## src/rtl/sem_pkg.sv

```systemverilog
// sem_pkg: shared constants, codes and types of the eased servo pulse generator
// used by servo_eased_move_pulse_gen_top and sem_core; depends on nothing

package sem_pkg;

    // default parameter values
    localparam int PULSE_BITS_DEF = 12;
    localparam int TIME_BITS_DEF  = 16;
    localparam int ANGLE_FRAC_DEF = 8;

    // whole-degree angle and full travel
    localparam int ANGLE_INT_W = 8;
    localparam int FULL_DEG    = 180;

    // ease fraction is Q0.16; smoothstep factor 3*2^16 - 2x needs 18 bits
    localparam int XQ_BITS  = 16;
    localparam int SMUL_B_W = XQ_BITS + 2;
    localparam int SMOOTH_K = 3 << XQ_BITS;

    // register reset values
    localparam int DEFAULT_ANGLE_RST = 90;
    localparam int PULSE_LO_RST      = 150;
    localparam int PULSE_HI_RST      = 600;
    localparam int CHANNEL_RST       = 0;

    // operation codes
    localparam logic [1:0] OP_TICK = 2'd0;
    localparam logic [1:0] OP_MOVE = 2'd1;
    localparam logic [1:0] OP_HOME = 2'd2;

    // configuration register indexes
    localparam logic [1:0] CFG_DEFAULT_ANGLE  = 2'd0;
    localparam logic [1:0] CFG_PULSE_LO       = 2'd1;
    localparam logic [1:0] CFG_PULSE_HI       = 2'd2;
    localparam logic [1:0] CFG_OUTPUT_CHANNEL = 2'd3;

    // status flags of one result word
    typedef struct packed {
        logic pulse_valid;
        logic out_of_range;
        logic easing_active;
    } status_t;

endpackage

```

## src/rtl/servo_eased_move_pulse_gen_top.sv

```systemverilog
// servo_eased_move_pulse_gen_top: config registers, output register, servo core
// depends on sem_pkg and sem_core
//
//  channel | handshake            | payload
//  --------+----------------------+-----------------------------------------------
//  in      | in_valid / in_ready  | op, target_angle, duration_ms
//  out     | out_valid/ out_ready | pulse_valid, pulse_width, pwm_channel,
//          |                      | out_of_range, current_angle, easing_active
//  cfg     | cfg_valid/ cfg_ready | cfg_index, cfg_data
//
// a timed move, an idle tick or the unused code needs no arithmetic before its result; an
// immediate move or the last tick of an ease waits on the bit-serial divide by 180; a tick
// inside an ease first waits on the serial fraction divider and the shared serial multiplier
// one word is in work at a time; the next is taken while the last result waits in the
// output register; cfg_ready is always high, reset restores register defaults

module servo_eased_move_pulse_gen_top #(
    parameter int PULSE_BITS      = sem_pkg::PULSE_BITS_DEF,
    parameter int TIME_BITS       = sem_pkg::TIME_BITS_DEF,
    parameter int ANGLE_FRAC_BITS = sem_pkg::ANGLE_FRAC_DEF
) (
    input  logic                  clk,
    input  logic                  rst_n,
    // input words
    input  logic                  in_valid,
    output logic                  in_ready,
    input  logic [1:0]            op,
    input  logic signed [16:0]    target_angle,
    input  logic [15:0]           duration_ms,
    // result words
    output logic                  out_valid,
    input  logic                  out_ready,
    output logic                  pulse_valid,
    output logic [PULSE_BITS-1:0] pulse_width,
    output logic [3:0]            pwm_channel,
    output logic                  out_of_range,
    output logic [7:0]            current_angle,
    output logic                  easing_active,
    // register writes
    input  logic                  cfg_valid,
    output logic                  cfg_ready,
    input  logic [1:0]            cfg_index,
    input  logic [PULSE_BITS-1:0] cfg_data
);

    import sem_pkg::*;

    logic [7:0]            default_angle_reg;
    logic [PULSE_BITS-1:0] pulse_lo_reg;
    logic [PULSE_BITS-1:0] pulse_hi_reg;
    logic [3:0]            channel_reg;

    logic                  res_valid;
    logic                  res_ready;
    status_t               res_status;
    logic [PULSE_BITS-1:0] res_pulse;
    logic [7:0]            res_angle;

    logic                  out_valid_reg;
    status_t               out_status_reg;
    logic [PULSE_BITS-1:0] out_pulse_reg;
    logic [3:0]            out_channel_reg;
    logic [7:0]            out_angle_reg;

    // configuration registers
    always_ff @(posedge clk or negedge rst_n)
    begin
        if (!rst_n)
        begin
            default_angle_reg <= 8'(DEFAULT_ANGLE_RST);
            pulse_lo_reg      <= PULSE_BITS'(PULSE_LO_RST);
            pulse_hi_reg      <= PULSE_BITS'(PULSE_HI_RST);
            channel_reg       <= 4'(CHANNEL_RST);
        end
        else if (cfg_valid && cfg_ready)
        begin
            case (cfg_index)
                CFG_DEFAULT_ANGLE:  default_angle_reg <= cfg_data[7:0];
                CFG_PULSE_LO:       pulse_lo_reg      <= cfg_data;
                CFG_PULSE_HI:       pulse_hi_reg      <= cfg_data;
                CFG_OUTPUT_CHANNEL: channel_reg       <= cfg_data[3:0];
                default:            channel_reg       <= channel_reg;
            endcase
        end
    end

    assign cfg_ready = 1'b1;

    // servo state and arithmetic
    sem_core #(
        .PULSE_BITS      (PULSE_BITS),
        .TIME_BITS       (TIME_BITS),
        .ANGLE_FRAC_BITS (ANGLE_FRAC_BITS)
    ) u_core (
        .clk           (clk),
        .rst_n         (rst_n),
        .in_valid      (in_valid),
        .in_ready      (in_ready),
        .op            (op),
        .target_angle  (target_angle),
        .duration_ms   (duration_ms),
        .default_angle (default_angle_reg),
        .pulse_lo      (pulse_lo_reg),
        .pulse_hi      (pulse_hi_reg),
        .res_valid     (res_valid),
        .res_ready     (res_ready),
        .res_status    (res_status),
        .res_pulse     (res_pulse),
        .res_angle     (res_angle)
    );

    // output word register
    assign res_ready = !out_valid_reg || out_ready;

    always_ff @(posedge clk or negedge rst_n)
    begin
        if (!rst_n)
            out_valid_reg <= 1'b0;
        else if (res_ready)
            out_valid_reg <= res_valid;
    end

    always_ff @(posedge clk)
    begin
        if (res_valid && res_ready)
        begin
            out_status_reg  <= res_status;
            out_pulse_reg   <= res_pulse;
            out_channel_reg <= channel_reg;
            out_angle_reg   <= res_angle;
        end
    end

    assign out_valid     = out_valid_reg;
    assign pulse_valid   = out_status_reg.pulse_valid;
    assign pulse_width   = out_pulse_reg;
    assign pwm_channel   = out_channel_reg;
    assign out_of_range  = out_status_reg.out_of_range;
    assign current_angle = out_angle_reg;
    assign easing_active = out_status_reg.easing_active;

endmodule

```

## src/rtl/sem_sdiv.sv

```systemverilog
// sem_sdiv: bit-serial restoring divider, one quotient bit per cycle
// depends on nothing; remainder seed must be below the divisor

module sem_sdiv #(
    parameter int DEN_W = 16,
    parameter int STEPS = 16
) (
    input  logic             clk,
    input  logic             rst_n,
    input  logic             start,
    input  logic [DEN_W-1:0] rem_init,
    input  logic [STEPS-1:0] num,
    input  logic [DEN_W-1:0] den,
    output logic             done,
    output logic [STEPS-1:0] quo
);

    localparam int CNT_W = $clog2(STEPS + 1);

    logic             busy_reg;
    logic             done_reg;
    logic [CNT_W-1:0] cnt_reg;
    logic [DEN_W-1:0] rem_reg;
    logic [STEPS-1:0] sh_reg;

    logic [DEN_W:0]   trial;
    logic [DEN_W:0]   diff;
    logic             fits;

    // one restoring step: bring in the next dividend bit, try to subtract
    always_comb
    begin
        trial = {rem_reg, sh_reg[STEPS-1]};
        diff  = trial - {1'b0, den};
        fits  = (trial >= {1'b0, den});
    end

    // step counter and done strobe
    always_ff @(posedge clk or negedge rst_n)
    begin
        if (!rst_n)
        begin
            busy_reg <= 1'b0;
            done_reg <= 1'b0;
            cnt_reg  <= '0;
        end
        else
        begin
            done_reg <= 1'b0;
            if (start)
            begin
                busy_reg <= 1'b1;
                cnt_reg  <= CNT_W'(STEPS);
            end
            else if (busy_reg)
            begin
                cnt_reg <= cnt_reg - CNT_W'(1);
                if (cnt_reg == CNT_W'(1))
                begin
                    busy_reg <= 1'b0;
                    done_reg <= 1'b1;
                end
            end
        end
    end

    // remainder and dividend/quotient shift line
    always_ff @(posedge clk)
    begin
        if (start)
        begin
            rem_reg <= rem_init;
            sh_reg  <= num;
        end
        else if (busy_reg)
        begin
            rem_reg <= fits ? diff[DEN_W-1:0] : trial[DEN_W-1:0];
            sh_reg  <= {sh_reg[STEPS-2:0], fits};
        end
    end

    assign done = done_reg;
    assign quo  = sh_reg;

endmodule

```

## src/rtl/sem_smul.sv

```systemverilog
// sem_smul: bit-serial shift-add multiplier, one multiplier bit per cycle
// depends on nothing; product holds until the next start

module sem_smul #(
    parameter int A_W = 16,
    parameter int B_W = 18
) (
    input  logic               clk,
    input  logic               rst_n,
    input  logic               start,
    input  logic [A_W-1:0]     a,
    input  logic [B_W-1:0]     b,
    output logic               done,
    output logic [A_W+B_W-1:0] p
);

    localparam int P_W   = A_W + B_W;
    localparam int CNT_W = $clog2(B_W + 1);

    logic             busy_reg;
    logic             done_reg;
    logic [CNT_W-1:0] cnt_reg;
    logic [A_W-1:0]   a_reg;
    logic [P_W-1:0]   p_reg;

    logic [A_W:0]     sum;

    // add the multiplicand into the upper A_W bits when the low bit is set
    always_comb
    begin
        sum = {1'b0, p_reg[P_W-1:B_W]} + (p_reg[0] ? {1'b0, a_reg} : '0);
    end

    // step counter and done strobe
    always_ff @(posedge clk or negedge rst_n)
    begin
        if (!rst_n)
        begin
            busy_reg <= 1'b0;
            done_reg <= 1'b0;
            cnt_reg  <= '0;
        end
        else
        begin
            done_reg <= 1'b0;
            if (start)
            begin
                busy_reg <= 1'b1;
                cnt_reg  <= CNT_W'(B_W);
            end
            else if (busy_reg)
            begin
                cnt_reg <= cnt_reg - CNT_W'(1);
                if (cnt_reg == CNT_W'(1))
                begin
                    busy_reg <= 1'b0;
                    done_reg <= 1'b1;
                end
            end
        end
    end

    // partial product shift register, multiplier bits drain from the bottom
    always_ff @(posedge clk)
    begin
        if (start)
        begin
            a_reg <= a;
            p_reg <= {{A_W{1'b0}}, b};
        end
        else if (busy_reg)
        begin
            p_reg <= {sum, p_reg[B_W-1:1]};
        end
    end

    assign done = done_reg;
    assign p    = p_reg;

endmodule

```

## src/rtl/sem_core.sv

```systemverilog
// sem_core: servo state, ease sequencer and pulse arithmetic for one word
// depends on sem_pkg, sem_sdiv and sem_smul

module sem_core #(
    parameter int PULSE_BITS      = sem_pkg::PULSE_BITS_DEF,
    parameter int TIME_BITS       = sem_pkg::TIME_BITS_DEF,
    parameter int ANGLE_FRAC_BITS = sem_pkg::ANGLE_FRAC_DEF
) (
    input  logic                  clk,
    input  logic                  rst_n,
    input  logic                  in_valid,
    output logic                  in_ready,
    input  logic [1:0]            op,
    input  logic signed [16:0]    target_angle,
    input  logic [15:0]           duration_ms,
    input  logic [7:0]            default_angle,
    input  logic [PULSE_BITS-1:0] pulse_lo,
    input  logic [PULSE_BITS-1:0] pulse_hi,
    output logic                  res_valid,
    input  logic                  res_ready,
    output sem_pkg::status_t      res_status,
    output logic [PULSE_BITS-1:0] res_pulse,
    output logic [7:0]            res_angle
);

    import sem_pkg::*;

    localparam int TGT_W   = ANGLE_FRAC_BITS + ANGLE_INT_W;
    localparam int CL_W    = TGT_W + 10;
    localparam int SPAN_W  = PULSE_BITS + 1;
    localparam int PROD_W  = PULSE_BITS + ANGLE_INT_W;
    localparam int MUL_A_W = (TGT_W > XQ_BITS) ? TGT_W : XQ_BITS;
    localparam int MUL_B_W = SMUL_B_W;
    localparam int MUL_P_W = MUL_A_W + MUL_B_W;
    localparam int VAL_W   = TGT_W + XQ_BITS + 1;
    localparam int VAL_SH  = ANGLE_FRAC_BITS + XQ_BITS;

    typedef enum logic [7:0] {
        ST_IDLE  = 8'b0000_0001,
        ST_DIVX  = 8'b0000_0010,
        ST_SQ    = 8'b0000_0100,
        ST_SS    = 8'b0000_1000,
        ST_SV    = 8'b0001_0000,
        ST_APPLY = 8'b0010_0000,
        ST_DIVP  = 8'b0100_0000,
        ST_DONE  = 8'b1000_0000
    } state_t;

    state_t                  state_reg, state_next;
    logic [7:0]              cur_angle_reg, cur_angle_next;
    logic [7:0]              start_deg_reg, start_deg_next;
    logic [TGT_W-1:0]        target_reg, target_next;
    logic [TIME_BITS-1:0]    elapsed_reg, elapsed_next;
    logic [TIME_BITS-1:0]    length_reg, length_next;
    logic                    ease_on_reg, ease_on_next;
    logic [7:0]              deg_reg, deg_next;
    logic                    pv_reg, pv_next;
    logic                    oor_reg, oor_next;
    logic [PULSE_BITS-1:0]   pulse_reg, pulse_next;

    // move request decode
    logic signed [CL_W-1:0]  req_ext;
    logic signed [CL_W-1:0]  full_cl;
    logic [TGT_W-1:0]        full_tgt;
    logic [TGT_W-1:0]        home_fx;
    logic [TGT_W-1:0]        move_tgt;
    logic                    move_oor;
    logic [TIME_BITS-1:0]    dur_t;
    logic [TIME_BITS-1:0]    elapsed_inc;

    // ease arithmetic
    logic [TGT_W-1:0]        start_fx;
    logic                    delta_neg;
    logic [TGT_W-1:0]        abs_delta;
    logic [VAL_W-1:0]        base_val;
    logic [VAL_W-1:0]        mag_val;
    logic [VAL_W-1:0]        eased_val;

    // pulse arithmetic
    logic [SPAN_W-1:0]       span_s;
    logic                    span_neg;
    logic [PULSE_BITS-1:0]   span_abs;
    logic [PROD_W-1:0]       prod_abs;
    logic [PULSE_BITS-1:0]   quo_p;
    logic [PULSE_BITS-1:0]   pulse_calc;

    // serial unit hookup
    logic                    xdiv_start, xdiv_done;
    logic [XQ_BITS-1:0]      xq;
    logic                    pdiv_start, pdiv_done;
    logic [PROD_W-1:0]       pdiv_quo;
    logic                    mul_start, mul_done;
    logic [MUL_A_W-1:0]      mul_a;
    logic [MUL_B_W-1:0]      mul_b;
    logic [MUL_P_W-1:0]      mul_p;

    // ease fraction x = elapsed * 2^16 / length
    sem_sdiv #(
        .DEN_W (TIME_BITS),
        .STEPS (XQ_BITS)
    ) u_xdiv (
        .clk      (clk),
        .rst_n    (rst_n),
        .start    (xdiv_start),
        .rem_init (elapsed_inc),
        .num      ('0),
        .den      (length_reg),
        .done     (xdiv_done),
        .quo      (xq)
    );

    // pulse offset |deg * span| / 180
    sem_sdiv #(
        .DEN_W (ANGLE_INT_W),
        .STEPS (PROD_W)
    ) u_pdiv (
        .clk      (clk),
        .rst_n    (rst_n),
        .start    (pdiv_start),
        .rem_init ('0),
        .num      (prod_abs),
        .den      (ANGLE_INT_W'(FULL_DEG)),
        .done     (pdiv_done),
        .quo      (pdiv_quo)
    );

    // shared multiplier: x*x, x2*(3-2x), |delta|*s
    sem_smul #(
        .A_W (MUL_A_W),
        .B_W (MUL_B_W)
    ) u_mul (
        .clk   (clk),
        .rst_n (rst_n),
        .start (mul_start),
        .a     (mul_a),
        .b     (mul_b),
        .done  (mul_done),
        .p     (mul_p)
    );

    // clamp the requested angle into 0..180 degrees
    always_comb
    begin
        req_ext  = {{(CL_W-17){target_angle[16]}}, target_angle};
        full_cl  = CL_W'(FULL_DEG) << ANGLE_FRAC_BITS;
        full_tgt = TGT_W'(FULL_DEG) << ANGLE_FRAC_BITS;
        home_fx  = TGT_W'(default_angle) << ANGLE_FRAC_BITS;
        move_oor = 1'b0;
        move_tgt = home_fx;
        if (op == OP_MOVE)
        begin
            if (req_ext[CL_W-1])
            begin
                move_oor = 1'b1;
                move_tgt = '0;
            end
            else if (req_ext > full_cl)
            begin
                move_oor = 1'b1;
                move_tgt = full_tgt;
            end
            else
            begin
                move_tgt = TGT_W'(req_ext);
            end
        end
        else if (default_angle > 8'(FULL_DEG))
        begin
            move_oor = 1'b1;
            move_tgt = full_tgt;
        end
        dur_t       = TIME_BITS'(duration_ms);
        elapsed_inc = elapsed_reg + TIME_BITS'(1);
    end

    // eased angle start*2^(F+16) +/- |delta|*s, floored to whole degrees
    always_comb
    begin
        start_fx  = TGT_W'(start_deg_reg) << ANGLE_FRAC_BITS;
        delta_neg = (target_reg < start_fx);
        abs_delta = delta_neg ? (start_fx - target_reg) : (target_reg - start_fx);
        base_val  = VAL_W'(start_deg_reg) << VAL_SH;
        mag_val   = VAL_W'(mul_p);
        if (!delta_neg)
            eased_val = base_val + mag_val;
        else if (mag_val > base_val)
            eased_val = '0;
        else
            eased_val = base_val - mag_val;
    end

    // pulse = min + (deg * (max - min)) / 180, truncated toward zero
    always_comb
    begin
        span_s     = {1'b0, pulse_hi} - {1'b0, pulse_lo};
        span_neg   = span_s[SPAN_W-1];
        span_abs   = span_neg ? (pulse_lo - pulse_hi) : (pulse_hi - pulse_lo);
        prod_abs   = PROD_W'(deg_reg) * PROD_W'(span_abs);
        quo_p      = PULSE_BITS'(pdiv_quo);
        pulse_calc = span_neg ? (pulse_lo - quo_p) : (pulse_lo + quo_p);
    end

    // sequencer
    always_comb
    begin
        state_next     = state_reg;
        cur_angle_next = cur_angle_reg;
        start_deg_next = start_deg_reg;
        target_next    = target_reg;
        elapsed_next   = elapsed_reg;
        length_next    = length_reg;
        ease_on_next   = ease_on_reg;
        deg_next       = deg_reg;
        pv_next        = pv_reg;
        oor_next       = oor_reg;
        pulse_next     = pulse_reg;
        xdiv_start     = 1'b0;
        pdiv_start     = 1'b0;
        mul_start      = 1'b0;
        mul_a          = '0;
        mul_b          = '0;

        case (state_reg)
            ST_IDLE:
            begin
                if (in_valid)
                begin
                    pv_next    = 1'b0;
                    oor_next   = 1'b0;
                    pulse_next = '0;
                    state_next = ST_DONE;
                    case (op)
                        OP_MOVE, OP_HOME:
                        begin
                            oor_next = move_oor;
                            if (dur_t == '0)
                            begin
                                deg_next     = 8'(move_tgt >> ANGLE_FRAC_BITS);
                                ease_on_next = 1'b0;
                                pv_next      = 1'b1;
                                state_next   = ST_APPLY;
                            end
                            else
                            begin
                                start_deg_next = cur_angle_reg;
                                target_next    = move_tgt;
                                elapsed_next   = '0;
                                length_next    = dur_t;
                                ease_on_next   = 1'b1;
                            end
                        end
                        OP_TICK:
                        begin
                            if (ease_on_reg)
                            begin
                                elapsed_next = elapsed_inc;
                                pv_next      = 1'b1;
                                if (elapsed_inc >= length_reg)
                                begin
                                    deg_next     = 8'(target_reg >> ANGLE_FRAC_BITS);
                                    ease_on_next = 1'b0;
                                    state_next   = ST_APPLY;
                                end
                                else
                                begin
                                    xdiv_start = 1'b1;
                                    state_next = ST_DIVX;
                                end
                            end
                        end
                        default:
                        begin
                            state_next = ST_DONE;
                        end
                    endcase
                end
            end
            ST_DIVX:
            begin
                if (xdiv_done)
                begin
                    mul_start  = 1'b1;
                    mul_a      = MUL_A_W'(xq);
                    mul_b      = MUL_B_W'(xq);
                    state_next = ST_SQ;
                end
            end
            ST_SQ:
            begin
                // x2 = x*x / 2^16, then x2 * (3 - 2x); x still held in the divider
                if (mul_done)
                begin
                    mul_start  = 1'b1;
                    mul_a      = MUL_A_W'(mul_p[2*XQ_BITS-1:XQ_BITS]);
                    mul_b      = MUL_B_W'(SMOOTH_K) - MUL_B_W'({xq, 1'b0});
                    state_next = ST_SS;
                end
            end
            ST_SS:
            begin
                if (mul_done)
                begin
                    mul_start  = 1'b1;
                    mul_a      = MUL_A_W'(abs_delta);
                    mul_b      = MUL_B_W'(mul_p[2*XQ_BITS:XQ_BITS]);
                    state_next = ST_SV;
                end
            end
            ST_SV:
            begin
                if (mul_done)
                begin
                    deg_next   = 8'(eased_val >> VAL_SH);
                    state_next = ST_APPLY;
                end
            end
            ST_APPLY:
            begin
                pdiv_start = 1'b1;
                state_next = ST_DIVP;
            end
            ST_DIVP:
            begin
                if (pdiv_done)
                begin
                    pulse_next     = pulse_calc;
                    cur_angle_next = deg_reg;
                    state_next     = ST_DONE;
                end
            end
            ST_DONE:
            begin
                if (res_ready)
                    state_next = ST_IDLE;
            end
            default:
            begin
                state_next = ST_IDLE;
            end
        endcase
    end

    // control and servo state
    always_ff @(posedge clk or negedge rst_n)
    begin
        if (!rst_n)
        begin
            state_reg     <= ST_IDLE;
            cur_angle_reg <= 8'(DEFAULT_ANGLE_RST);
            start_deg_reg <= '0;
            target_reg    <= '0;
            elapsed_reg   <= '0;
            length_reg    <= '0;
            ease_on_reg   <= 1'b0;
        end
        else
        begin
            state_reg     <= state_next;
            cur_angle_reg <= cur_angle_next;
            start_deg_reg <= start_deg_next;
            target_reg    <= target_next;
            elapsed_reg   <= elapsed_next;
            length_reg    <= length_next;
            ease_on_reg   <= ease_on_next;
        end
    end

    // per-word working values
    always_ff @(posedge clk)
    begin
        deg_reg   <= deg_next;
        pv_reg    <= pv_next;
        oor_reg   <= oor_next;
        pulse_reg <= pulse_next;
    end

    assign in_ready   = (state_reg == ST_IDLE);
    assign res_valid  = (state_reg == ST_DONE);
    assign res_status = '{pulse_valid: pv_reg, out_of_range: oor_reg,
                          easing_active: ease_on_reg};
    assign res_pulse  = pulse_reg;
    assign res_angle  = cur_angle_reg;

    // an active ease never reaches its end without being retired
    assert property (@(posedge clk) disable iff (!rst_n)
        ease_on_reg |-> (elapsed_reg < length_reg))
        else $error("ease active with elapsed at or past its length");

    // the stored angle stays within travel
    assert property (@(posedge clk) disable iff (!rst_n)
        cur_angle_reg <= 8'(FULL_DEG))
        else $error("stored angle beyond 180 degrees");

    // a word without a new pulse carries a zero width
    assert property (@(posedge clk) disable iff (!rst_n)
        (res_valid && !pv_reg) |-> (pulse_reg == '0))
        else $error("pulse width nonzero on a word without a pulse");

    // an accepted word always leaves idle on the next cycle
    assert property (@(posedge clk) disable iff (!rst_n)
        (in_valid && in_ready) |=> (state_reg != ST_IDLE))
        else $error("accepted word dropped by the sequencer");

endmodule
```

## config.mk

```make
export PLATFORM = sky130hd
export DESIGN_NAME = servo_eased_move_pulse_gen_top
export DESIGN_NICKNAME = d
export VERILOG_FILES = /design/src/rtl/sem_pkg.sv /design/src/rtl/servo_eased_move_pulse_gen_top.sv /design/src/rtl/sem_sdiv.sv /design/src/rtl/sem_smul.sv /design/src/rtl/sem_core.sv
export SDC_FILE = /design/constraint.sdc
export NUM_CORES = 1
export LEC_CHECK = 0
export BUFFER_PORTS_ARGS = -buffer_cell sky130_fd_sc_hd__buf_2
export CAP_MARGIN = 20
export CORE_MARGIN = 3
export CORE_UTILIZATION = 64
export DETAILED_ROUTE_END_ITERATION = 6
export PLACE_DENSITY = 0.8
export SLEW_MARGIN = 20
export SYNTH_ARGS = -nofsm -noshare
export SYNTH_HDL_FRONTEND = slang
export SYNTH_SLANG_ARGS = --single-unit
```

## constraint.sdc

```tcl
create_clock -name clk -period 9.2 [get_ports clk]
set_input_delay 0 -clock clk [delete_from_list [all_inputs] [get_ports clk]]
set_output_delay 0 -clock clk [all_outputs]
set_load 0.02 [all_outputs]
```

# Word level (Yosys, flattened, before mapping)
# Index checks and enable logic that the tools add are counted.
[word_totals]
inputBits = 54
wordCells = 212
regBits = 290
[classes]
bitwise_logic = 1
multipliers = 1
n_eq_ne = 29
reduce_logical = 26
mux = 93
order_cmp = 7
addsub = 17
[ops]
columns = ["operator", "count"]
rows = [
  ["2-to-1 mux 16 bit", 15],
  ["2-to-1 mux 8 bit", 15],
  ["2-to-1 mux 32 bit", 2],
  ["case mux 8 bit (8 select lines)", 1],
  ["2-to-1 mux 18 bit", 3],
  ["case mux 18 bit (3 select lines)", 1],
  ["2-to-1 mux 12 bit", 4],
  ["case mux 16 bit (3 select lines)", 1],
  ["case mux 8 bit (2 select lines)", 3],
  ["subtractor 16 bit", 3],
  ["2-to-1 mux 20 bit", 2],
  ["subtractor 12 bit", 3],
  ["greater-than comparator 33 x 32 -> 1 bit", 1],
  ["2-to-1 mux 1 bit", 33],
  ["adder 32 bit", 1],
  ["case mux 16 bit (2 select lines)", 1],
  ["subtractor 32 bit", 1],
  ["2-to-1 mux 5 bit", 6],
  ["case mux 12 bit (2 select lines)", 1],
  ["multiplier 8 x 12 -> 20 bit", 1],
  ["subtractor 18 x 17 -> 18 bit (first input constant)", 1],
  ["adder 16 x 16 -> 17 bit", 1],
  ["greater-or-equal comparator 17 x 16 -> 1 bit", 1],
  ["greater-than comparator 17 bit (second input constant)", 1],
  ["other kinds (40)", 72],
]

# Logic depth before layout (Yosys ltp)
# Gate-level depths: netlist of the first run.
[depth]
depth_word = 8
depth_mapped = 29
depth_no_buf = 28

# Hierarchy
# Synthesis of the first run repeated with hierarchy kept, for this count alone.
[unflattened]
cells_unflattened = 2219
area_unflattened_um2 = 22176.3
[modules_own_cells]
columns = ["module", "instances", "cells_per_inst", "area_per_inst_um2"]
rows = [
  ["sem_core", 1, 1395, 12065.3],
  ["sem_smul", 1, 258, 2910.3],
  ["sem_sdiv (u_core.u_xdiv)", 1, 277, 2826.5],
  ["servo_eased_move_pulse_gen_top", 1, 111, 2323.5],
  ["sem_sdiv (u_core.u_pdiv)", 1, 178, 2050.7],
]

# Worst setup path before layout of the first run
# No wires, ideal clock.
[synth_timing]
kind = "register to register"
startpoint = "register pulse_lo_reg[2]"
endpoint = "register u_core.u_pdiv.sh_reg[17], in the netlist u_core.u_pdiv.quo[17] (data pin)"
path_buffers = 2
period_less_slack_ns = 6.521
setup_slack_ns = 2.679
path_stages_with_launch = 27
arrival_time_ns = 6.253
t_required_ns = 8.932
cell_sequence = "dfstp_2 -> inv_1 -> ha_1 -> nand2_1 -> a21o_1 -> a211oi_1 -> nand2b_1 -> buf_4 -> buf_4 -> mux2i_1 -> nand2b_1 -> fa_1 -> fa_1 -> inv_1 -> fa_1 -> inv_1 -> fa_1 -> inv_1 -> ha_1 -> o21a_1 -> o31a_1 -> o41a_1 -> a211oi_1 -> o31ai_1 -> a21oi_1 -> xor2_1 -> o21ai_0"
[synth_via]
elab_chain_cells = 4
elab_cells_between_ends = 6
[synth_rtl]
columns = ["item", "line_no", "source"]
rows = [
  ["from (decl)", "servo_eased_move_pulse_gen_top.sv:49", "logic [PULSE_BITS-1:0] pulse_lo_reg;"],
  ["from (signal assigned)", "servo_eased_move_pulse_gen_top.sv:71", "pulse_lo_reg <= PULSE_BITS'(PULSE_LO_RST);"],
  ["from (signal assigned)", "servo_eased_move_pulse_gen_top.sv:79", "CFG_PULSE_LO: pulse_lo_reg <= cfg_data;"],
  ["subtractor 12 x 12 -> 13 bit / subtractor 12 bit (equally long branches)", "sem_core.sv:195, sem_core.sv:197", ""],
  ["2-to-1 mux 12 bit (*)", "sem_core.sv:197", "span_abs = span_neg ? (pulse_lo - pulse_hi) : (pulse_hi - pulse_lo);"],
  ["multiplier 8 x 12 -> 20 bit (*)", "sem_core.sv:198", "prod_abs = PROD_W'(deg_reg) * PROD_W'(span_abs);"],
  ["2-to-1 mux 20 bit (*)", "sem_sdiv.sv:70", "if (start)"],
  ["to (signal assigned)", "sem_sdiv.sv:73", "sh_reg <= num;"],
  ["to (signal assigned)", "sem_sdiv.sv:78", "sh_reg <= {sh_reg[STEPS-2:0], fits};"],
  ["to (decl)", "sem_sdiv.sv:24", "logic [STEPS-1:0] sh_reg;"],
]
# Mark *: on every way between the ends. The rest lies on a longest branch, timed or not.
# A chain may end at the register's enable or synchronous reset.

# Worst setup path after layout of the first run
# Same ends and word-level chain as after synthesis.

==> metrics.yaml, run 1 <==
status: "finished, violations left"
violations: "design-rule violations"
chipHeight_um: 187
layout_commonest_cell: "inv_1"
vias_per_cell: 6.12
ys_ff_latch: 290
avgSynthCellArea_sq_um: 9.61
finalSetupViolations: 0
dieArea_sq_um: 35000
fin_crit_sh: 0.855
grt_use_met1: 0.420
die_x_um: 187
crit_arrival_ns: 8.12
cts_tree: "built"
critPathMaxFanout: 24
grt_pass1_wl_um: 90100
syn-cell-area_sq_um: 21000
setup_tns_ns: 0
routed_wl_um: 55000
drc: 1
finalMaxSlewViolations: 0
synth_seq_area_share: 0.366
gp_congestion: 0.949
numCtsBuffers: 35
top_usage_layer: "met2"
syn_to_final_growth_pct: 11.5
track_usage: 0.316
avgRoutedWirePerCell_um: 20.0
start_util: 0.656
grt_setup_unrepaired: "no"
fill_cells: 2335
dp_hpwl_um: 40300
crit_type: "reg2reg"
clockBufferDepth: 3
slew_headroom: 0.336
synth_flop_cell: "edfxtp_1"
htree_levels: 2
grt_max_degree: 68
dr.pass1.iters: 7
insertion_delay_ns: 0.54
crit_required_ns: 9.45
use_met2: 0.523
rows: 65
r2r_start: "pulse_lo_reg[2]$_DFFE_PN1P_"
cts_sinks: 290
finalHoldViolCount: 0
fin_ws_ns: 1.33
synth_cells: 2183
overflow: 0
yosys_warnings: 0
use_met3: 0.0439
core_sq_um: 32000
synth_edf_count: 119
drive_gt1_frac: 0.109
clockRootBuffer: "clkbuf_16"
crit_path_start_kind: "flip-flop"
synthDistinctLibCells: 91
drv_cap: 0
hold_path_class: "in2async"
vias: 16800
async_flop_share: 0.452
antenna_found_initial: 2
worstMarginPinSlew_ns: 0.995
synth_nets: 2476
pre_cts_ws_ns: 1.42
layout_common_cells: "206 x inv_1, 194 x nand2_1, 172 x ha_1"
grt_pass1_vias: 17100
largest_register_ffs: 34
period_minus_slack_ns: 7.87
worstSetupStartpoint: "pulse_lo_reg[2]$_DFFE_PN1P_"
num_io_pins: 84
fmax_mhz: 127
cts.clk_slew.worst_paths_ns: 0.06
fin_worst_skew_ns: 0.0238
drtIter0Drc: 1373
cp-end-kind: "flip-flop"
numPortBuffers: 82
nets: 2578
postRouteAntennaNets: 0
[stage by stage]
step	util	instance area, sq um	instances	hold WS, ns
global placement	0.680	21700	2635	0.0289
detailed placement	0.680	21700	2635	0.0403
finish	0.732	23400	2749	0.0429
global route	0.732	23400	2749	0.0635
floorplan	-	21000	2183	-0.296
CTS	0.731	23400	2746	0.0230
[final cells by class]
| cell class | count | area [sq um] | area share |
|---|---|---|---|
| sequential | 290 | 7670 | 0.328 |
| inverter | 210 | 788 | 0.0337 |
| timing repair buffer | 143 | 1010 | 0.0433 |
| antenna | 2 | 5.00 | 0.000214 |
| tap | 435 | 544 | 0.0233 |
| clock inverter | 17 | 204 | 0.00872 |
| multi-input combinational | 1605 | 12200 | 0.522 |
| clock buffer | 47 | 961 | 0.0411 |
[synth_stat cells (all sizes together) (24+ instances only)]
master / instances / area share
inv: 210 / 0.038
xor2: 52 / 0.022
fa: 67 / 0.064
edfxtp: 119 / 0.17
mux2i: 60 / 0.029
dfxtp: 40 / 0.038
nand3: 35 / 0.0086
o21ai: 141 / 0.034
o21a: 24 / 0.0086
nand2: 196 / 0.035
buf: 27 / 0.0075
a21oi: 98 / 0.024
nor3: 41 / 0.011
nor2b: 49 / 0.015
mux2: 53 / 0.028
clkbuf: 51 / 0.0091
dfrtp: 114 / 0.14
a21o: 27 / 0.0097
nor2: 140 / 0.025
and2: 73 / 0.022
xnor2: 76 / 0.032
ha: 172 / 0.10
[per-layer routing]
| metal | vias to the layer above | wire (um) |
|---|---|---|
| met4 | 0 | 2520 |
| met2 | 635 | 26200 |
| li1 | 7850 | - |
| met3 | 149 | 3360 |
| met5 | - | 0 |
| met1 | 8201 | 22900 |
[what timing repair did]
item,in CTS,in global routing
setup endpoints to repair,0,0
resized for setup,0,0
setup buffers,0,0
hold endpoints to repair,135,0
hold buffers,47,0
[cell families after synthesis]
logic type | Yosys count | share of synthesized area
muxes | 113 | 0.0573
and+or+nand+nor | 679 | 0.166
AOI/OAI and AO/OA | 445 | 0.137
buffers and inverters | 288 | 0.0542
xor gates and xnor gates | 128 | 0.0538
other | 1 | 0.000179
adders and majority gates | 239 | 0.167
DFF | 290 | 0.366
[critical path, stage by stage, from the launching register on]
cell and delay [ns]:
dfstp_2 0.55, inv_1 0.05, ha_1 0.37, nand2_1 0.11, a21o_1 0.21, a211oi_1 0.25
nand2b_1 0.81, mux2i_1 0.26, a21oi_1 0.10, xnor2_1 0.60, nand2_1 0.15, fa_1 0.46
fa_1 0.49, inv_1 0.06, fa_1 0.53, inv_1 0.06, fa_1 0.53, inv_1 0.04
ha_1 0.33, o21a_1 0.12, o31a_1 0.13, o41a_1 0.38, a211oi_1 0.45, o31ai_1 0.13
a21oi_1 0.18, xor2_1 0.15, o21ai_0 0.08
[final timing paths]
kind	endpoint	slack, ns	cells after the start
worst max-delay path	u_core.u_pdiv.quo[17]$_DFFE_PP_	1.33	26
worst max register to register	u_core.u_pdiv.quo[17]$_DFFE_PP_	1.33	26
worst min-delay path	pulse_hi_reg[7]$_DFFE_PN0P_	0.04	2
max in group asynchronous	u_core.u_xdiv.busy_reg$_DFF_PN0_	7.76	3
min in group clk	u_core.target_reg[10]$_DFFE_PN0P_	0.04	4
worst min register to register	pulse_valid$_DFFE_PP_	0.41	0
Power of run 1 is left out: the tool's default activity adds up to more than one toggle a clock period on the data nets, which glitch-free logic cannot reach.
==> inputs of run 2 (changes only) <==
CORE_UTILIZATION = 54   (was 64)
PLACE_DENSITY = 0.69   (was 0.8)
clock period = 8.75 ns   (was 9.2 ns; I/O delays follow)
==> run 2 against run 1 <==
  * The run now ends clean
  * Global-route usage down 5.0 points
  * Via count is 2.0% lower
  * Sequential share of layout area fell by 0.30 points
  * Design area grew 0.90%
  * Cell count is 3.0% higher
  * First-iteration DRC count fell by 24%
  * Fmax grew 3.7%
  * Hold slack worse by 0.018 ns
==> metrics.yaml, run 2 (synthesized netlist as in run 1, its figures left out) <==
dr.pass1.iters: 6  # was 7
cts_tree: "built"  # unchanged
track_usage: 0.266  # was 0.316
clockBufferDepth: 3  # unchanged
multiInputGateArea_sq_um: 12200  # about the same
crit_path_start_kind: "flip-flop"  # unchanged
drive_gt1_frac: 0.109  # about the same
fin_crit_sh: 0.867  # was 0.855
drv_cap: 0  # unchanged
fin_util: 0.621  # was 0.732
finalMaxSlewViolations: 0  # unchanged
period_minus_slack_ns: 7.59  # was 7.87 ns
antenna_cells: 0  # was 2
largest_register_ffs: 34  # unchanged
die_x_um: 203  # was 187 um
grt_max_degree: 73  # was 68
critPathMaxFanout: 14  # was 24
avgRoutedWirePerCell_um: 19.3  # was 20.0 um
insertion_delay_ns: 0.55  # was 0.54 ns
cts_sinks: 290  # unchanged
status: "completed"  # was finished, violations left
vias_per_cell: 5.83  # was 6.12
start_util: 0.552  # was 0.656
numPortBuffers: 82  # unchanged
postRouteAntennaNets: 0  # unchanged
numCtsBuffers: 36  # was 35
num_io_pins: 84  # unchanged
fin_area_sq_um: 23600  # was 23400 sq um
grt_pass1_wl_um: 88100  # was 90100 um
layout_common_cells: "206 x inv_1, 194 x nand2_1, 172 x ha_1"  # unchanged
dieArea_sq_um: 41300  # was 35000 sq um
drc: 0  # was 1
fin_worst_skew_ns: 0.0125  # was 0.0238 ns
fmax_mhz: 132  # was 127 MHz
gp_congestion: 0.906  # was 0.949
fill_cells: 3192  # was 2335
cp-end-kind: "flip-flop"  # unchanged
nets: 2585  # was 2578
post_cts_buffers: 0  # unchanged
slew_headroom: 0.278  # was 0.336
clockRootBuffer: "clkbuf_16"  # unchanged
htree_levels: 2  # unchanged
syn_to_final_growth_pct: 12.5  # was 11.5%
finalSetupViolations: 0  # unchanged
final-seq-area_sq_um: 7670  # about the same
crit_type: "reg2reg"  # unchanged
vias: 16500  # was 16800
chipHeight_um: 203  # was 187 um
finalHoldViolCount: 0  # unchanged
drtIter0Drc: 1046  # was 1373
core_sq_um: 38000  # was 32000 sq um
grt_setup_unrepaired: "no"  # unchanged
dp_hpwl_um: 40300  # about the same
rows: 71  # was 65
overflow: 0  # unchanged
routed_wl_um: 54600  # was 55000 um
place_area_sq_um: 21800  # was 21700 sq um
cts.clk_slew.worst_paths_ns: 0.06  # about the same
antenna_found_initial: 0  # was 2
layout_commonest_cell: "inv_1"  # unchanged
worstMarginPinSlew_ns: 1.08  # was 0.995 ns
grt_pass1_vias: 16600  # was 17100
setup_tns_ns: 0  # unchanged
hold_path_class: "in2async"  # unchanged
crit_arrival_ns: 7.85  # was 8.12 ns
crit_required_ns: 9.01  # was 9.45 ns
## run 2: final cells by class
class	count	area share
clock inverter	15	0.00546
sequential	290	0.325
multi-input combinational	1605	0.517
clock buffer	51	0.0467
inverter	210	0.0334
timing repair buffer	149	0.0448
tap	511	0.0271
## run 2: critical path, cell delays in order, from the launching register on
cell and delay [ns]:
dfstp_2 0.56, inv_1 0.05, ha_1 0.37, nand2_1 0.09
a21o_1 0.21, a211oi_1 0.25, nand2b_1 0.54, buf_4 0.30
mux2i_1 0.58, nand2b_1 0.21, fa_1 0.46, fa_1 0.54
inv_1 0.05, fa_1 0.53, inv_1 0.06, fa_1 0.53
inv_1 0.04, ha_1 0.33, o21a_1 0.13, o31a_1 0.13
o41a_1 0.37, a211oi_1 0.40, o31ai_1 0.13, a21oi_1 0.18
xor2_1 0.15, o21ai_0 0.09
## run 2: path summary, 6_finish.rpt
check,end,cells past startpoint,startpoint,slack [ns]
max,u_core.u_pdiv.quo[17]$_DFFE_PP_,25,pulse_lo_reg[2]$_DFFE_PN1P_,1.16
min,channel_reg[1]$_DFFE_PN0P_,2,rst_n,0.03
max reg2reg,u_core.u_pdiv.quo[17]$_DFFE_PP_,25,pulse_lo_reg[2]$_DFFE_PN1P_,1.16
min reg2reg,pulse_width[10]$_DFFE_PP_,0,u_core.res_pulse[10]$_SDFFCE_PN0P_,0.42
max in group asynchronous,u_core.length_reg[13]$_DFFE_PN0P_,3,rst_n,7.38
min in group clk,u_core.target_reg[13]$_DFFE_PN0P_,4,target_angle[16],0.04
## run 2: timing repair
action / 4_1_cts / 5_1_grt
hold buffers: 55 / 0
gates resized for setup: 0 / 0
hold endpoints to repair: 142 / 0
## run 2: metal layers
layer | GRT usage | share of wire
met5 | 0 | 0
met4 | 0.107 | 0.041
met2 | 0.461 | 0.49
met3 | 0.0359 | 0.053
met1 | 0.336 | 0.42
## run 2: per-stage QoR
stage	hold slack, ns	instances	setup WS, ns
2_1_floorplan	-0.296	2183	2.23
3_3_place_gp	0.0660	2710	1.35
3_5_place_dp	0.0698	2710	1.26
4_1_cts	0.0107	2831	1.22
5_1_grt	0.0268	2831	0.692
6_report	0.0253	2831	1.16
Power of run 2 is left out for the same reason.
==> inputs of run 3 (changes only) <==
HOLD_SLACK_MARGIN = 0.05   (was default)
==> run 3 against run 2 <==
  * The run now ends with design-rule violations left
  * Count of clock-buffer cells in the layout did not move
  * Utilization rose by 0.16 points
  * Routed wire length rose by 0.28%
  * Critical endpoint unchanged
  * Critical path depth did not move
  * Global-route usage barely moved
  * Fmax barely moved
  * Cell count rose by 0.21%
==> metrics.yaml, run 3 (synthesized netlist as in run 1, its figures left out) <==
numPortBuffers: 82  # unchanged
core_sq_um: 38000  # unchanged
cts_sinks: 290  # unchanged
vias_per_cell: 5.83  # about the same
drtIter0Drc: 1054  # was 1046
layout_commonest_cell: "inv_1"  # unchanged
cts_tree: "built"  # unchanged
dr.pass1.iters: 7  # was 6
finalMaxSlewViolations: 0  # unchanged
r2r_start: "pulse_lo_reg[2]$_DFFE_PN1P_"  # unchanged
slew_headroom: 0.285  # was 0.278
critPathSlowestCell: "mux2i_1"  # unchanged
numCtsBuffers: 36  # unchanged
clockRootBuffer: "clkbuf_16"  # unchanged
postRouteAntennaNets: 0  # unchanged
crit_path_start_kind: "flip-flop"  # unchanged
largest_register_ffs: 34  # unchanged
routed_wl_um: 54700  # was 54600 um
pre_cts_ws_ns: 1.26  # unchanged
nets: 2591  # was 2585
htree_levels: 2  # unchanged
crit_arrival_ns: 7.86  # was 7.85 ns
grt_pass1_vias: 16600  # about the same
insertion_delay_ns: 0.55  # about the same
crit_type: "reg2reg"  # unchanged
cts.clk_slew.worst_paths_ns: 0.06  # about the same
finalHoldViolCount: 0  # unchanged
num_io_pins: 84  # unchanged
period_minus_slack_ns: 7.60  # was 7.59 ns
syn_to_final_growth_pct: 12.8  # was 12.5%
fmax_mhz: 132  # about the same
reg2reg_depth: 25  # unchanged
drive_gt1_frac: 0.109  # about the same
overflow: 0  # unchanged
max_stage_delay_ns: 0.59  # was 0.58 ns
antenna_found_initial: 0  # unchanged
violations: "design-rule violations"
status: "finished, violations left"  # was completed
worstMarginPinSlew_ns: 1.07  # was 1.08 ns
grt_setup_unrepaired: "no"  # unchanged
drc: 1  # was 0
rows: 71  # unchanged
start_util: 0.552  # unchanged
gp_congestion: 0.906  # unchanged
cp-end-kind: "flip-flop"  # unchanged
grt_max_degree: 73  # unchanged
setup_tns_ns: 0  # unchanged
dieArea_sq_um: 41300  # unchanged
antenna_cells: 0  # unchanged
r2r_slack_ns: 1.15  # was 1.16 ns
chipHeight_um: 203  # unchanged
track_usage: 0.266  # about the same
fin_worst_skew_ns: 0.0129  # was 0.0125 ns
fin_crit_sh: 0.868  # was 0.867
vias: 16500  # about the same
avgRoutedWirePerCell_um: 19.3  # about the same
fill_cells: 3186  # was 3192
finalSetupViolations: 0  # unchanged
r2r-end: "u_core.u_pdiv.quo[17]$_DFFE_PP_"  # unchanged
hold_path_class: "in2async"  # unchanged
critPathMaxFanout: 14  # unchanged
fin_ws_ns: 1.15  # was 1.16 ns
crit_required_ns: 9.01  # about the same
grt_pass1_wl_um: 88300  # was 88100 um
dp_hpwl_um: 40300  # unchanged
die_x_um: 203  # unchanged
layout_common_cells: "206 x inv_1, 194 x nand2_1, 172 x ha_1"  # unchanged
clockBufferDepth: 3  # unchanged
drv_cap: 0  # unchanged
[run 3: timing repair]
item                                    in CTS  in global routing
hold buffers                                61                  0
endpoints found under the hold margin      146                  0
setup buffers                                0                  0
endpoints found under the setup margin       0                  0
resized for setup                            0                  0
[run 3: metal layers]
metal	track usage	routed length (um)
met1	0.338	23000
met2	0.463	26800
met3	0.0348	2800
met4	0.105	2140
met5	0	0
[run 3: metrics by stage]
step / hold WS [ns] / std cells / cell area, sq um / util
2_1_floorplan: -0.296 / 2183 / 21000 / -
3_3_place_gp: 0.0660 / 2710 / 21800 / 0.574
3_5_place_dp: 0.0698 / 2710 / 21800 / 0.574
4_1_cts: 0.0582 / 2837 / 23700 / 0.622
5_1_grt: 0.0913 / 2837 / 23700 / 0.622
6_report: 0.0268 / 2837 / 23700 / 0.622
[run 3: how the worst max path moves through the flow]
| stage | startpoint | to | slack [ns] |
|---|---|---|---|
| global route | pulse_lo_reg[2]$_DFFE_PN1P_ | u_core.u_pdiv.quo[19]$_DFFE_PP_ | 0.69 |
| floorplan | pulse_lo_reg[2]$_DFFE_PN1P_ | u_core.u_pdiv.quo[17]$_DFFE_PP_ | 2.23 |
| detailed placement | pulse_lo_reg[2]$_DFFE_PN1P_ | u_core.u_pdiv.quo[17]$_DFFE_PP_ | 1.26 |
| finish | pulse_lo_reg[2]$_DFFE_PN1P_ | u_core.u_pdiv.quo[17]$_DFFE_PP_ | 1.15 |
| CTS | pulse_lo_reg[2]$_DFFE_PN1P_ | u_core.u_pdiv.quo[17]$_DFFE_PP_ | 1.22 |
| global placement | pulse_lo_reg[2]$_DFFE_PN1P_ | u_core.u_pdiv.quo[17]$_DFFE_PP_ | 1.35 |
[run 3: layout make-up]
cell class / instances / area [sq um] / share of cell area
sequential: 290 / 7670 / 0.324
multi-input combinational: 1605 / 12200 / 0.516
tap: 511 / 639 / 0.0270
clock inverter: 15 / 129 / 0.00545
timing repair buffer: 155 / 1120 / 0.0472
inverter: 210 / 788 / 0.0333
clock buffer: 51 / 1100 / 0.0466
[run 3: worst max-delay path: cells and delay by family (launching register included)]
kind            cells  cell delay [ns]
fa+ha+maj           6             2.76
compound gates      9             1.89
mux                 1             0.59
flops               1             0.56
xor+xnor            1             0.15
simple gates        3             0.85
buf+inv             5             0.50
Power of run 3 is left out for the same reason.
